File: config.mk
export PLATFORM = sky130hd
export DESIGN_NAME = mtc_quarter_frame_decoder_flat
export DESIGN_NICKNAME = d
export VERILOG_FILES = /design/src/design/mtcqf_pkg.sv /design/src/design/mtcqf_if.sv /design/src/design/mtcqf_decode.sv /design/src/design/mtc_quarter_frame_decoder.sv /design/src/flat_wrapper.sv
export SDC_FILE = /design/constraint.sdc
export NUM_CORES = 1
export LEC_CHECK = 0
export BUFFER_PORTS_ARGS = -buffer_cell sky130_fd_sc_hd__buf_2
export CORE_UTILIZATION = 55
export DETAILED_ROUTE_END_ITERATION = 7
export PLACE_DENSITY = 0.75
export SETUP_SLACK_MARGIN = 0.15
export SKIP_LAST_GASP = 1
export SLEW_MARGIN = 20
export SYNTH_ARGS = -nofsm -noshare
export SYNTH_HDL_FRONTEND = slang
export SYNTH_SLANG_ARGS = --single-unit
File: constraint.sdc
create_clock -name clk_i -period 18.74 [get_ports clk_i]
set_input_delay 2.811 -clock clk_i [delete_from_list [all_inputs] [get_ports clk_i]]
set_output_delay 2.811 -clock clk_i [all_outputs]
set_load 0.05 [all_outputs]
File: src/design/mtcqf_pkg.sv
package mtcqf_pkg;

  // MIDI status for a quarter-frame message
  localparam logic [7:0] MTC_STATUS = 8'hF1;

  // Configuration register indexes
  localparam int unsigned CFG_IDX_W = 1;
  localparam logic [CFG_IDX_W-1:0] REG_ENABLE     = 1'b0;
  localparam logic [CFG_IDX_W-1:0] REG_FRAME_RATE = 1'b1;

  // Quarter-frame piece that carries hours high bits and the rate type
  localparam logic [2:0] PIECE_HOUR_HI = 3'd7;

  // Frame rate as kept in state
  typedef enum logic [1:0] {
    RATE_24 = 2'd0,
    RATE_25 = 2'd1,
    RATE_30 = 2'd2
  } rate_e;

  // Time counters
  typedef struct packed {
    logic [7:0] hour;
    logic [7:0] minute;
    logic [7:0] second;
    logic [7:0] frame;
  } cnt_t;

  // Per-request decode outcome
  typedef struct packed {
    logic        emit;
    logic [26:0] time_ms;
    logic        time_valid;
  } dec_res_t;

  // Register value in frames per second to rate code; values other than 24 and 30 mean 25
  function automatic rate_e rate_of_fps(input logic [7:0] fps);
    rate_e r;
    r = RATE_25;
    if (fps == 8'd24) r = RATE_24;
    if (fps == 8'd30) r = RATE_30;
    return r;
  endfunction

  // SMPTE type from piece 7 (nibble bits 3:1) to rate code
  function automatic rate_e rate_of_kind(input logic [2:0] kind);
    rate_e r;
    case (kind)
      3'd0:        r = RATE_24;
      3'd2, 3'd3:  r = RATE_30;
      default:     r = RATE_25;
    endcase
    return r;
  endfunction

  // Exact floor(x/3) for x < 2^12 via reciprocal multiply
  function automatic logic [10:0] div3(input logic [11:0] x);
    logic [28:0] prod;
    prod = 29'(x) * 29'd43691;
    return prod[27:17];
  endfunction

  // Exact floor(x/60) for x <= 256
  function automatic logic [2:0] div60(input logic [8:0] x);
    logic [13:0] prod;
    prod = 14'(x[8:2]) * 14'd137;
    return prod[13:11];
  endfunction

endpackage

File: src/design/mtcqf_if.sv
// Incoming MIDI message channel
interface mtcqf_msg_if;
  logic       valid;
  logic       ready;
  logic [7:0] status_byte;
  logic [6:0] data_byte;

  modport source (output valid, status_byte, data_byte, input ready);
  modport sink   (input valid, status_byte, data_byte, output ready);
endinterface

// Decoded time channel
interface mtcqf_time_if;
  logic        valid;
  logic        ready;
  logic [26:0] time_ms;
  logic        time_valid;

  modport source (output valid, time_ms, time_valid, input ready);
  modport sink   (input valid, time_ms, time_valid, output ready);
endinterface

// Configuration write channel
interface mtcqf_cfg_if;
  logic                                valid;
  logic                                ready;
  logic [mtcqf_pkg::CFG_IDX_W-1:0]     index;
  logic [7:0]                          wdata;

  modport source (output valid, index, wdata, input ready);
  modport sink   (input valid, index, wdata, output ready);
endinterface

File: src/design/mtcqf_decode.sv
// Combinational quarter-frame update: counter advance, time conversion,
// nibble store and rate load for one message.
module mtcqf_decode (
  input  mtcqf_pkg::cnt_t     cnt_i,
  input  mtcqf_pkg::rate_e    rate_i,
  input  logic [6:0]          data_byte_i,
  output mtcqf_pkg::cnt_t     cnt_o,
  output mtcqf_pkg::rate_e    rate_o,
  output mtcqf_pkg::dec_res_t res_o
);

  logic [2:0]      piece;
  logic [3:0]      nib;
  logic [4:0]      fps;
  logic [8:0]      f_inc, s_inc, m_inc;
  logic [3:0]      f_quo;
  logic [8:0]      f_mod, s_mod, m_mod;
  logic            f_wrap, s_wrap, m_wrap;
  mtcqf_pkg::cnt_t adv;
  mtcqf_pkg::cnt_t stored;
  logic [9:0]      frame_ms;
  logic [26:0]     sum_ms;
  logic            ok;
  logic [7:0]      slot;

  assign piece = data_byte_i[6:4];
  assign nib   = data_byte_i[3:0];

  // Frame modulo by the current rate
  always_comb begin
    f_inc = 9'(cnt_i.frame) + 9'd1;
    case (rate_i)
      mtcqf_pkg::RATE_24: begin
        fps   = 5'd24;
        f_quo = 4'(mtcqf_pkg::div3(12'(f_inc[8:3])));
      end
      mtcqf_pkg::RATE_30: begin
        fps   = 5'd30;
        f_quo = 4'((15'(f_inc[8:1]) * 15'd137) >> 11);
      end
      default: begin
        fps   = 5'd25;
        f_quo = 4'((14'(f_inc) * 14'd41) >> 10);
      end
    endcase
    f_mod  = f_inc - 9'(f_quo) * 9'(fps);
    f_wrap = f_inc >= 9'(fps);
  end

  // Carry chain into seconds, minutes and hours
  always_comb begin
    s_inc  = 9'(cnt_i.second) + 9'd1;
    m_inc  = 9'(cnt_i.minute) + 9'd1;
    s_mod  = s_inc - 9'(mtcqf_pkg::div60(s_inc)) * 9'd60;
    m_mod  = m_inc - 9'(mtcqf_pkg::div60(m_inc)) * 9'd60;
    s_wrap = f_wrap && (s_inc >= 9'd60);
    m_wrap = s_wrap && (m_inc >= 9'd60);

    adv.frame  = f_mod[7:0];
    adv.second = f_wrap ? s_mod[7:0] : cnt_i.second;
    adv.minute = s_wrap ? m_mod[7:0] : cnt_i.minute;
    adv.hour   = m_wrap ? cnt_i.hour + 8'd1 : cnt_i.hour;
  end

  // Milliseconds since midnight; frame part is floor(f*1000/fps)
  always_comb begin
    case (rate_i)
      mtcqf_pkg::RATE_24: frame_ms = 10'(mtcqf_pkg::div3(12'(adv.frame[4:0]) * 12'd125));
      mtcqf_pkg::RATE_30: frame_ms = 10'(mtcqf_pkg::div3(12'(adv.frame[4:0]) * 12'd100));
      default:            frame_ms = 10'(adv.frame[4:0]) * 10'd40;
    endcase
    ok = (adv.hour < 8'd24) && (adv.minute < 8'd60) && (adv.second < 8'd60);
    sum_ms = 27'(adv.hour[4:0]) * 27'd3600000
           + 27'(adv.minute[5:0]) * 27'd60000
           + 27'(adv.second[5:0]) * 27'd1000
           + 27'(frame_ms);
  end

  assign res_o.emit       = (piece[1:0] == 2'd0);
  assign res_o.time_valid = ok;
  assign res_o.time_ms    = ok ? sum_ms : 27'd0;

  // Nibble store into the addressed counter
  always_comb begin
    stored = res_o.emit ? adv : cnt_i;
    case (piece[2:1])
      2'd0:    slot = stored.frame;
      2'd1:    slot = stored.second;
      2'd2:    slot = stored.minute;
      default: slot = stored.hour;
    endcase
    slot = piece[0] ? (slot | {nib, 4'd0}) : {4'd0, nib};
    cnt_o = stored;
    case (piece[2:1])
      2'd0:    cnt_o.frame  = slot;
      2'd1:    cnt_o.second = slot;
      2'd2:    cnt_o.minute = slot;
      default: cnt_o.hour   = slot;
    endcase
    rate_o = rate_i;
    if (piece == mtcqf_pkg::PIECE_HOUR_HI) begin
      cnt_o.hour = {3'd0, cnt_o.hour[4:0]};
      rate_o     = mtcqf_pkg::rate_of_kind(nib[3:1]);
    end
  end

endmodule

File: src/design/mtc_quarter_frame_decoder.sv
// Channel   Dir  Payload                         Request taken when
// msg_in    in   status_byte[7:0] data_byte[6:0]  valid && ready
// time_out  out  time_ms[26:0] time_valid         valid && ready
// cfg_wr    in   index[0] wdata[7:0]              valid && ready (always ready)
//
// One message per cycle while the output is not stalled: a message waits in the input register,
// where the counter update and time conversion run, then a result goes to
// the output register, which drives time_out.
// Messages that make no result pass through without waiting on the output.
// Reset clears the counters, sets enable and selects 25 fps.
// A stalled output holds only messages that would make a new result.
module mtc_quarter_frame_decoder (
  input  logic               clk_i,
  input  logic               rst_ni,
  mtcqf_msg_if.sink          msg_in,
  mtcqf_time_if.source       time_out,
  mtcqf_cfg_if.sink          cfg_wr
);

  logic                   in_valid_q;
  logic [7:0]             in_status_q;
  logic [6:0]             in_data_q;
  logic                   enable_q;
  mtcqf_pkg::rate_e       rate_q, rate_d;
  mtcqf_pkg::cnt_t        cnt_q, cnt_d;
  logic                   out_valid_q;
  logic [26:0]            out_ms_q;
  logic                   out_ok_q;
  mtcqf_pkg::dec_res_t    dec;
  logic                   act;
  logic                   emit;
  logic                   advance;

  mtcqf_decode u_decode (
    .cnt_i       (cnt_q),
    .rate_i      (rate_q),
    .data_byte_i (in_data_q),
    .cnt_o       (cnt_d),
    .rate_o      (rate_d),
    .res_o       (dec)
  );

  // Stage control
  assign act     = in_valid_q && enable_q && (in_status_q == mtcqf_pkg::MTC_STATUS);
  assign emit    = act && dec.emit;
  assign advance = in_valid_q && (!emit || !out_valid_q || time_out.ready);

  assign msg_in.ready = !in_valid_q || advance;
  assign cfg_wr.ready = 1'b1;

  // Input register
  always_ff @(posedge clk_i or negedge rst_ni) begin
    if (!rst_ni) begin
      in_valid_q <= 1'b0;
    end else if (msg_in.ready) begin
      in_valid_q <= msg_in.valid;
    end
  end

  always_ff @(posedge clk_i) begin
    if (msg_in.valid && msg_in.ready) begin
      in_status_q <= msg_in.status_byte;
      in_data_q   <= msg_in.data_byte;
    end
  end

  // Timecode state and configuration
  always_ff @(posedge clk_i or negedge rst_ni) begin
    if (!rst_ni) begin
      enable_q <= 1'b1;
      rate_q   <= mtcqf_pkg::RATE_25;
      cnt_q    <= '0;
    end else begin
      if (advance && act) begin
        cnt_q  <= cnt_d;
        rate_q <= rate_d;
      end
      if (cfg_wr.valid) begin
        case (cfg_wr.index)
          mtcqf_pkg::REG_ENABLE:     enable_q <= cfg_wr.wdata[0];
          mtcqf_pkg::REG_FRAME_RATE: rate_q   <= mtcqf_pkg::rate_of_fps(cfg_wr.wdata);
          default: ;
        endcase
      end
    end
  end

  // Output register
  always_ff @(posedge clk_i or negedge rst_ni) begin
    if (!rst_ni) begin
      out_valid_q <= 1'b0;
    end else if (advance && emit) begin
      out_valid_q <= 1'b1;
    end else if (time_out.ready) begin
      out_valid_q <= 1'b0;
    end
  end

  always_ff @(posedge clk_i) begin
    if (advance && emit) begin
      out_ms_q <= dec.time_ms;
      out_ok_q <= dec.time_valid;
    end
  end

  assign time_out.valid      = out_valid_q;
  assign time_out.time_ms    = out_ms_q;
  assign time_out.time_valid = out_ok_q;

endmodule

File: src/flat_wrapper.sv
// flat-port wrapper written by rule: the top's interface ports become plain ports
module mtc_quarter_frame_decoder_flat 
  (clk_i, rst_ni, msg_in_valid, msg_in_status_byte, msg_in_data_byte, msg_in_ready, time_out_valid, time_out_time_ms, time_out_time_valid, time_out_ready, cfg_wr_valid, cfg_wr_index, cfg_wr_wdata, cfg_wr_ready);
  mtcqf_msg_if msg_in_i ();
  mtcqf_time_if time_out_i ();
  mtcqf_cfg_if cfg_wr_i ();
  input  logic clk_i;
  input  logic rst_ni;
  input wire logic [$bits(msg_in_i.valid)-1:0] msg_in_valid;
  input wire logic [$bits(msg_in_i.status_byte)-1:0] msg_in_status_byte;
  input wire logic [$bits(msg_in_i.data_byte)-1:0] msg_in_data_byte;
  output wire logic [$bits(msg_in_i.ready)-1:0] msg_in_ready;
  output wire logic [$bits(time_out_i.valid)-1:0] time_out_valid;
  output wire logic [$bits(time_out_i.time_ms)-1:0] time_out_time_ms;
  output wire logic [$bits(time_out_i.time_valid)-1:0] time_out_time_valid;
  input wire logic [$bits(time_out_i.ready)-1:0] time_out_ready;
  input wire logic [$bits(cfg_wr_i.valid)-1:0] cfg_wr_valid;
  input wire logic [$bits(cfg_wr_i.index)-1:0] cfg_wr_index;
  input wire logic [$bits(cfg_wr_i.wdata)-1:0] cfg_wr_wdata;
  output wire logic [$bits(cfg_wr_i.ready)-1:0] cfg_wr_ready;
  assign msg_in_i.valid = msg_in_valid;
  assign msg_in_i.status_byte = msg_in_status_byte;
  assign msg_in_i.data_byte = msg_in_data_byte;
  assign msg_in_ready = msg_in_i.ready;
  assign time_out_valid = time_out_i.valid;
  assign time_out_time_ms = time_out_i.time_ms;
  assign time_out_time_valid = time_out_i.time_valid;
  assign time_out_i.ready = time_out_ready;
  assign cfg_wr_i.valid = cfg_wr_valid;
  assign cfg_wr_i.index = cfg_wr_index;
  assign cfg_wr_i.wdata = cfg_wr_wdata;
  assign cfg_wr_ready = cfg_wr_i.ready;
  mtc_quarter_frame_decoder u_core (.clk_i(clk_i), .rst_ni(rst_ni), .msg_in(msg_in_i), .time_out(time_out_i), .cfg_wr(cfg_wr_i));
endmodule
# After elaboration in Yosys (flattened, before gate mapping)
# Cells that the tools add are included.
# word_totals
mem_count	0
latch_bits	0
wordCells	103
reg_bits	80
ramBits	0
rom_bits	0
in_bits	29
# classes
n_shift	0
multipliers	16
div_mod_pow	0
reduce_logical	25
eq_ne	9
addsub	10
n_mux	23
bitwise_logic	2
magnitude_cmp	6
# ops
op	count
two-way mux 8 bit	9
two-way mux 32 bit	1
multiplier 7 x 8 -> 14 bit, second input constant	2
adder 27 x 10 -> 27 bit	1
adder 27 x 16 -> 27 bit	1
adder 27 x 22 -> 27 bit	1
adder 8 x 1 -> 9 bit, second input constant	3
multiplier 12 x 16 -> 27 bit, second input constant	1
multiplier 10 x 16 -> 25 bit, second input constant	1
one-hot mux 8 bit (3 select lines)	1
subtractor 8 bit	3
multiplier 6 x 16 -> 21 bit, second input constant	1
multiplier 5 x 15 -> 20 bit, second input constant	1
one-hot mux 10 bit (2 select lines)	1
greater-or-equal comparator 9 x 6 -> 1 bit, second input constant	2
multiplier 6 x 11 -> 17 bit, second input constant	1
== test 8 x 5 -> 1 bit, second input constant	2
less-than comparator 8 x 6 -> 1 bit, second input constant	2
multiplier 8 x 8 -> 15 bit, second input constant	1
multiplier 9 x 6 -> 14 bit, second input constant	1
multiplier 6 x 7 -> 13 bit, second input constant	1
multiplier 3 x 4 -> 6 bit, second input constant	2
multiplier 5 x 7 -> 12 bit, second input constant	1
logical AND 1 bit	11
26 further kinds	40

# Longest topological paths before layout
# depth
ltp_word	12
depth_mapped	76
mapped_depth_nobuf	76

# Modules after synthesis
# From an unflattened synthesis, not the netlist that was laid out.
# unflattened
cells_unflattened	2144
area_unflattened_um2	19703.9
# modules_own_cells
mod	instances	area_each_um2	seq_area_each_um2	cells_per_inst
mtcqf_decode	1	16887.4	0.0	2002
mtc_quarter_frame_decoder	1	2816.5	2219.6	142

# Worst setup path after synthesis
# OpenSTA, ideal clock, no wires.
# synth_timing
kind	register to register
startpoint	register u_core.cnt_q[1] (netlist bit)
endpoint	register u_core.out_ms_q[26] (netlist: u_core.time_out.time_ms[26]), data pin
setup_time_ns	0.255
path_stages_with_launch	75
n_path_buf	0
setup_slack_ns	0.957
t_required_ns	18.485
arrival_time_ns	17.528
cell_sequence	dfrtp_1 -> ha_1 -> inv_1 -> or2_2 -> xor2_1 -> inv_1 -> ha_1 -> inv_1 -> fa_1 -> inv_1 -> fa_1 -> ha_1 -> a21o_1 -> a21oi_1 -> o21ai_0 -> nand2_1 -> a31oi_1 -> o31a_1 -> [39 not listed] -> a21oi_1 -> xor2_1 -> o221ai_1 -> fa_1 -> inv_1 -> fa_1 -> inv_1 -> ha_1 -> and3_1 -> a221o_1 -> o221a_2 -> o41ai_2 -> o21ai_0 -> o41ai_2 -> nor2_1 -> o311ai_1 -> xnor3_1 -> and2_1
# synth_via
elab_chain_len	9
elab_cells_between_ends	30
cone_classes	add/sub: 5; mul: 12; order compare: 4; mux: 5; reduce/logical: 4
# synth_lines
item	line_no	rtl
start: declaration	mtc_quarter_frame_decoder.sv:25	mtcqf_pkg::cnt_t cnt_q, cnt_d;
start signal: assignment	mtc_quarter_frame_decoder.sv:75	cnt_q <= cnt_d;
adder 8 x 1 -> 9 bit (*)	mtcqf_decode.sv:31	f_inc = 9'(cnt_i.frame) + 9'd1;
multiplier 6 x 16 -> 21 bit (tied with other cells)	mtcqf_pkg.sv:59	prod = 29'(x) * 29'd43691;
one-hot mux 4 bit (2 select lines) / logical AND 1 bit (equally long branches)	mtcqf_decode.sv:32, mtcqf_decode.sv:56	
multiplier 4 x 5 -> 8 bit / logical AND 1 bit (equally long branches)	mtcqf_decode.sv:46, mtcqf_decode.sv:57	
subtractor 8 bit / two-way mux 8 bit (equally long branches)	mtcqf_decode.sv:46, mtcqf_decode.sv:62	
multiplier 5 x 7 -> 12 bit (tied with other cells)	mtcqf_decode.sv:68	mtcqf_pkg::RATE_24: frame_ms = 10'(mtcqf_pkg::div3(12'(adv.frame[4:0]) * 12'd125));
multiplier 12 x 16 -> 27 bit (tied with other cells)	mtcqf_pkg.sv:59	
one-hot mux 10 bit (2 select lines) / adder 27 x 16 -> 27 bit (equally long branches)	mtcqf_decode.sv:67, mtcqf_decode.sv:75	
adder 27 x 10 -> 27 bit	mtcqf_decode.sv:76	+ 27'(frame_ms);
end signal: assignment	mtc_quarter_frame_decoder.sv:101	out_ms_q <= dec.time_ms;
end: declaration	mtc_quarter_frame_decoder.sv:27	logic [26:0] out_ms_q;
# Every way passes the cells marked *; elsewhere a longest branch is shown, timed or not.
# A chain may end at the register's enable or synchronous reset.

# Final worst setup path
# Ends and elaborated chain as after synthesis.

==> impl_metrics.tcl <==
set metrics [dict create \
    async_flop_share_pct 46.3 \
    ys_dominant_reg_cell "edfxtp_1" \
    post_drt_via_cell_ratio 5.66 \
    synth_top_family_by_area "adder cells" \
    holdWs_ps 537 \
    syn_inst 2099 \
    worst_slack_ps 869 \
    path_buf_inv 15 \
    synth.area.mux_share_pct 1.21 \
    relSlewSlack_pct 27.3 \
    multi_input_area_mm2 0.0155 \
    crit_family "adder cells" \
    clock_skew_ps 17.0 \
    nNetsFinal 2830 \
    antenna_cells 0 \
    areaGrowthSynthToFinish_pct 7.78 \
    hold_class "flip-flop to flip-flop" \
    cpMaxStageDelayCell "fa_1" \
    post_drt_wl_per_cell_um 16.6 \
    r2r_cells 75 \
    r2r_start "u_core.cnt_q[1]" \
    synthesis.nets 2766 \
    cts-buffers-inserted 9 \
    cts_tree "yes" \
    synth_seq_cells 80 \
    fp-row-count 68 \
    ctsLongestPathBuffers 2 \
    post-route-period-util_pct 95.4 \
    postCtsHoldBufs 0 \
    place.gp.congestion 0.900 \
    track_usage_pct 24.8 \
    timing.fmax_ghz 0.0560 \
    worstMarginPinSlew_ps 1090 \
    hpwl_mm 36.4 \
    post-route-min-period_ps 17870 \
    worst_path_most_repeated_cell "inv_1" \
    gr-total-overflow 0 \
    antenna_found_initial 0 \
    routed_wl_mm 43.5 \
    finalSetupViolations 0 \
    antenna_left 0 \
    grt_max_degree 38 \
    die_width_um 189 \
    crit_start "u_core.cnt_q[1]" \
    clkLatencyLatePin_ps 370 \
    first_pass_iters 7 \
    cp_num_cells 75 \
    crit_end "u_core.time_out.time_ms[26]" \
    drc_errors 0 \
    yosysUniqueCellTypes 87 \
    io_buffers 58 \
    status "finished, final reports clean" \
    grt_pass1_vias 15241 \
    final_util_pct 60.0 \
    drive_gt1_share_pct 8.12 \
    regArea_mm2 0.00222 \
    place_ws_ps -182 \
    cts.clk_slew.worst_paths_ps 70 \
    cts_max_level 3 \
    yosys_warnings 0 \
    yosys.area_share.adder_pct 48.2 \
    seq_area_frac_synth_pct 11.6 \
    die_area_mm2 0.0356 \
    critical_path_class "flip-flop to flip-flop" \
    synth-simple-area-share_pct 9.83 \
    post_layout_nonfiller_instances 2623 \
    synth_compound_area_share_pct 13.1 \
    mappedNetlistArea_mm2 0.0192 \
    synth_edf_count 43 \
    endpoint_kind "flip-flop" \
    drtIter0Drc 862 \
    avgSynthCellArea_um2 9.14 \
    r2r_setup_slack_ps 870 \
    critPathRequiredTime_ps 18860 \
    critPathArrivalTime_ps 17990 \
    hold_viol 0 \
    critPathMaxStageDelay_ps 540 \
    io_pins 60 \
    synth_xor_area_share_pct 7.42 \
    cap_violations 0 \
    initial_core_util_pct 55.7 \
    grt_pass1_wl_mm 72.5 \
    dpl.cell_count 2594 \
    start_kind "flip-flop" \
    path_max_fanout 5 \
    ctsRootBufferMaster "clkbuf_16" \
    clkSinkCount 80 \
    chipHeight_um 189 \
    reg2reg_to "u_core.time_out.time_ms[26]" \
    timing.final.max_slew_violations 0 \
    core_mm2 0.0345 \
    fillerInstances 2879 \
    route.vias.total 14839 \
]
[repair_timing]
item / 4_1_cts / 5_1_grt
gates resized for setup: 11 / 28
pin swaps: 0 / 17
buffers inserted: 0 / 13
endpoints found under the setup margin: 3 / 11
[area by class of cell]
cell class              count  area share [%]
inverters                 396            7.19
clock inverters             7           0.521
repair buffers             92            2.64
well taps                 455            2.75
clock buffers               9            1.09
flip-flops and latches     80            10.8
multi-input cells        1584            75.0
[cells in the final DEF, fill, tap and decap left out, types with 18 or more instances in the layout]
| cell type | instances |
|---|---|
| o21ai_0 | 75 |
| nor3_1 | 28 |
| nand2_1 | 90 |
| a21o_1 | 35 |
| xnor2_1 | 95 |
| buf_4 | 34 |
| and2_1 | 18 |
| ha_1 | 464 |
| nand2b_1 | 19 |
| nand3_1 | 29 |
| dfrtp_1 | 31 |
| o21bai_1 | 21 |
| xor2_1 | 56 |
| buf_2 | 58 |
| nor2_1 | 103 |
| inv_1 | 390 |
| a21oi_1 | 111 |
| edfxtp_1 | 43 |
| nor2b_1 | 19 |
| fa_1 | 165 |
[worst reg2reg max path, delay by kind of cell (launching register included)]
family | cells | cell delay, ps
XOR/XNOR | 6 | 1270
buffers and inverters | 15 | 1090
flip-flops | 1 | 430
AND/OR/NAND/NOR | 10 | 1620
AO/OA/AOI/OAI | 21 | 4360
adder cells (fa/ha/maj) | 23 | 8880
[synth_stat cells (15+ instances only)]
master    instances  area, um^2
nor2b_1          19         119
a21oi_1         115         576
and2_1           18         113
ha_1            471        5890
dfrtp_1          35         876
o21ai_0          78         390
edfxtp_1         43        1290
clkbuf_1         27         101
nand3_1          29         145
nand2_1          90         338
o21a_1           15         113
nor3_1           28         140
nor2_1          104         390
fa_1            167        3340
xnor2_1          98         858
inv_1           394        1480
xor2_1           60         526
a21o_1           35         263
nand2b_1         19         119
o21bai_1         21         158
[state kept, by name, indices dropped and copies added (netlist names)]
| register | count |
|---|---|
| u_core.cnt_q | 32 |
| u_core.time_out.time_ms | 27 |
| u_core.in_status_q | 8 |
| u_core.in_data_q | 7 |
| u_core.rate_q | 2 |
| u_core.enable_q | 1 |
| u_core.in_valid_q | 1 |
| u_core.time_out.time_valid | 1 |
| u_core.time_out.valid | 1 |
[cell families (layout without fill, tap and decap cells)]
group | Yosys count | count (layout)
buf+inv | 435 | 504
fa+ha+maj | 638 | 638
xor+xnor | 160 | 160
other cells | 1 | 1
flops | 80 | 80
mux | 21 | 21
compound gates | 386 | 386
simple gates | 378 | 378
[per-stage QoR]
stage | TNS, ps | area, um^2
floorplan | 0 | 19200
global placement | 0 | 20000
CTS | 0 | 20400
global route | -36.9 | 20700
finish | 0 | 20700
detailed placement | -182 | 20000
[worst min path at each step]
stage | cells after the start | endpoint | start | slack (ps)
after floorplan | 2 | u_core.cnt_q[31] | u_core.cnt_q[31] | 510
after global placement | 2 | u_core.time_out.valid | u_core.time_out.valid | 510
after detailed placement | 2 | u_core.time_out.valid | u_core.time_out.valid | 520
after CTS | 2 | u_core.time_out.valid | u_core.time_out.valid | 540
after global routing | 2 | u_core.time_out.valid | u_core.time_out.valid | 570
final | 2 | u_core.time_out.valid | u_core.time_out.valid | 540
[routing by layer]
| metal | part of all wire [%] | GRT usage [%] | wire length [um] |
|---|---|---|---|
| met2 | 49 | 43.3 | 21500 |
| met5 | 0 | 0 | 0 |
| met3 | 4.1 | 2.51 | 1760 |
| met4 | 2.7 | 8.10 | 1180 |
| met1 | 44 | 32.0 | 19100 |
Power is not shown: default switching activity piles up to over one toggle a cycle in this logic, so the estimate is an artifact.
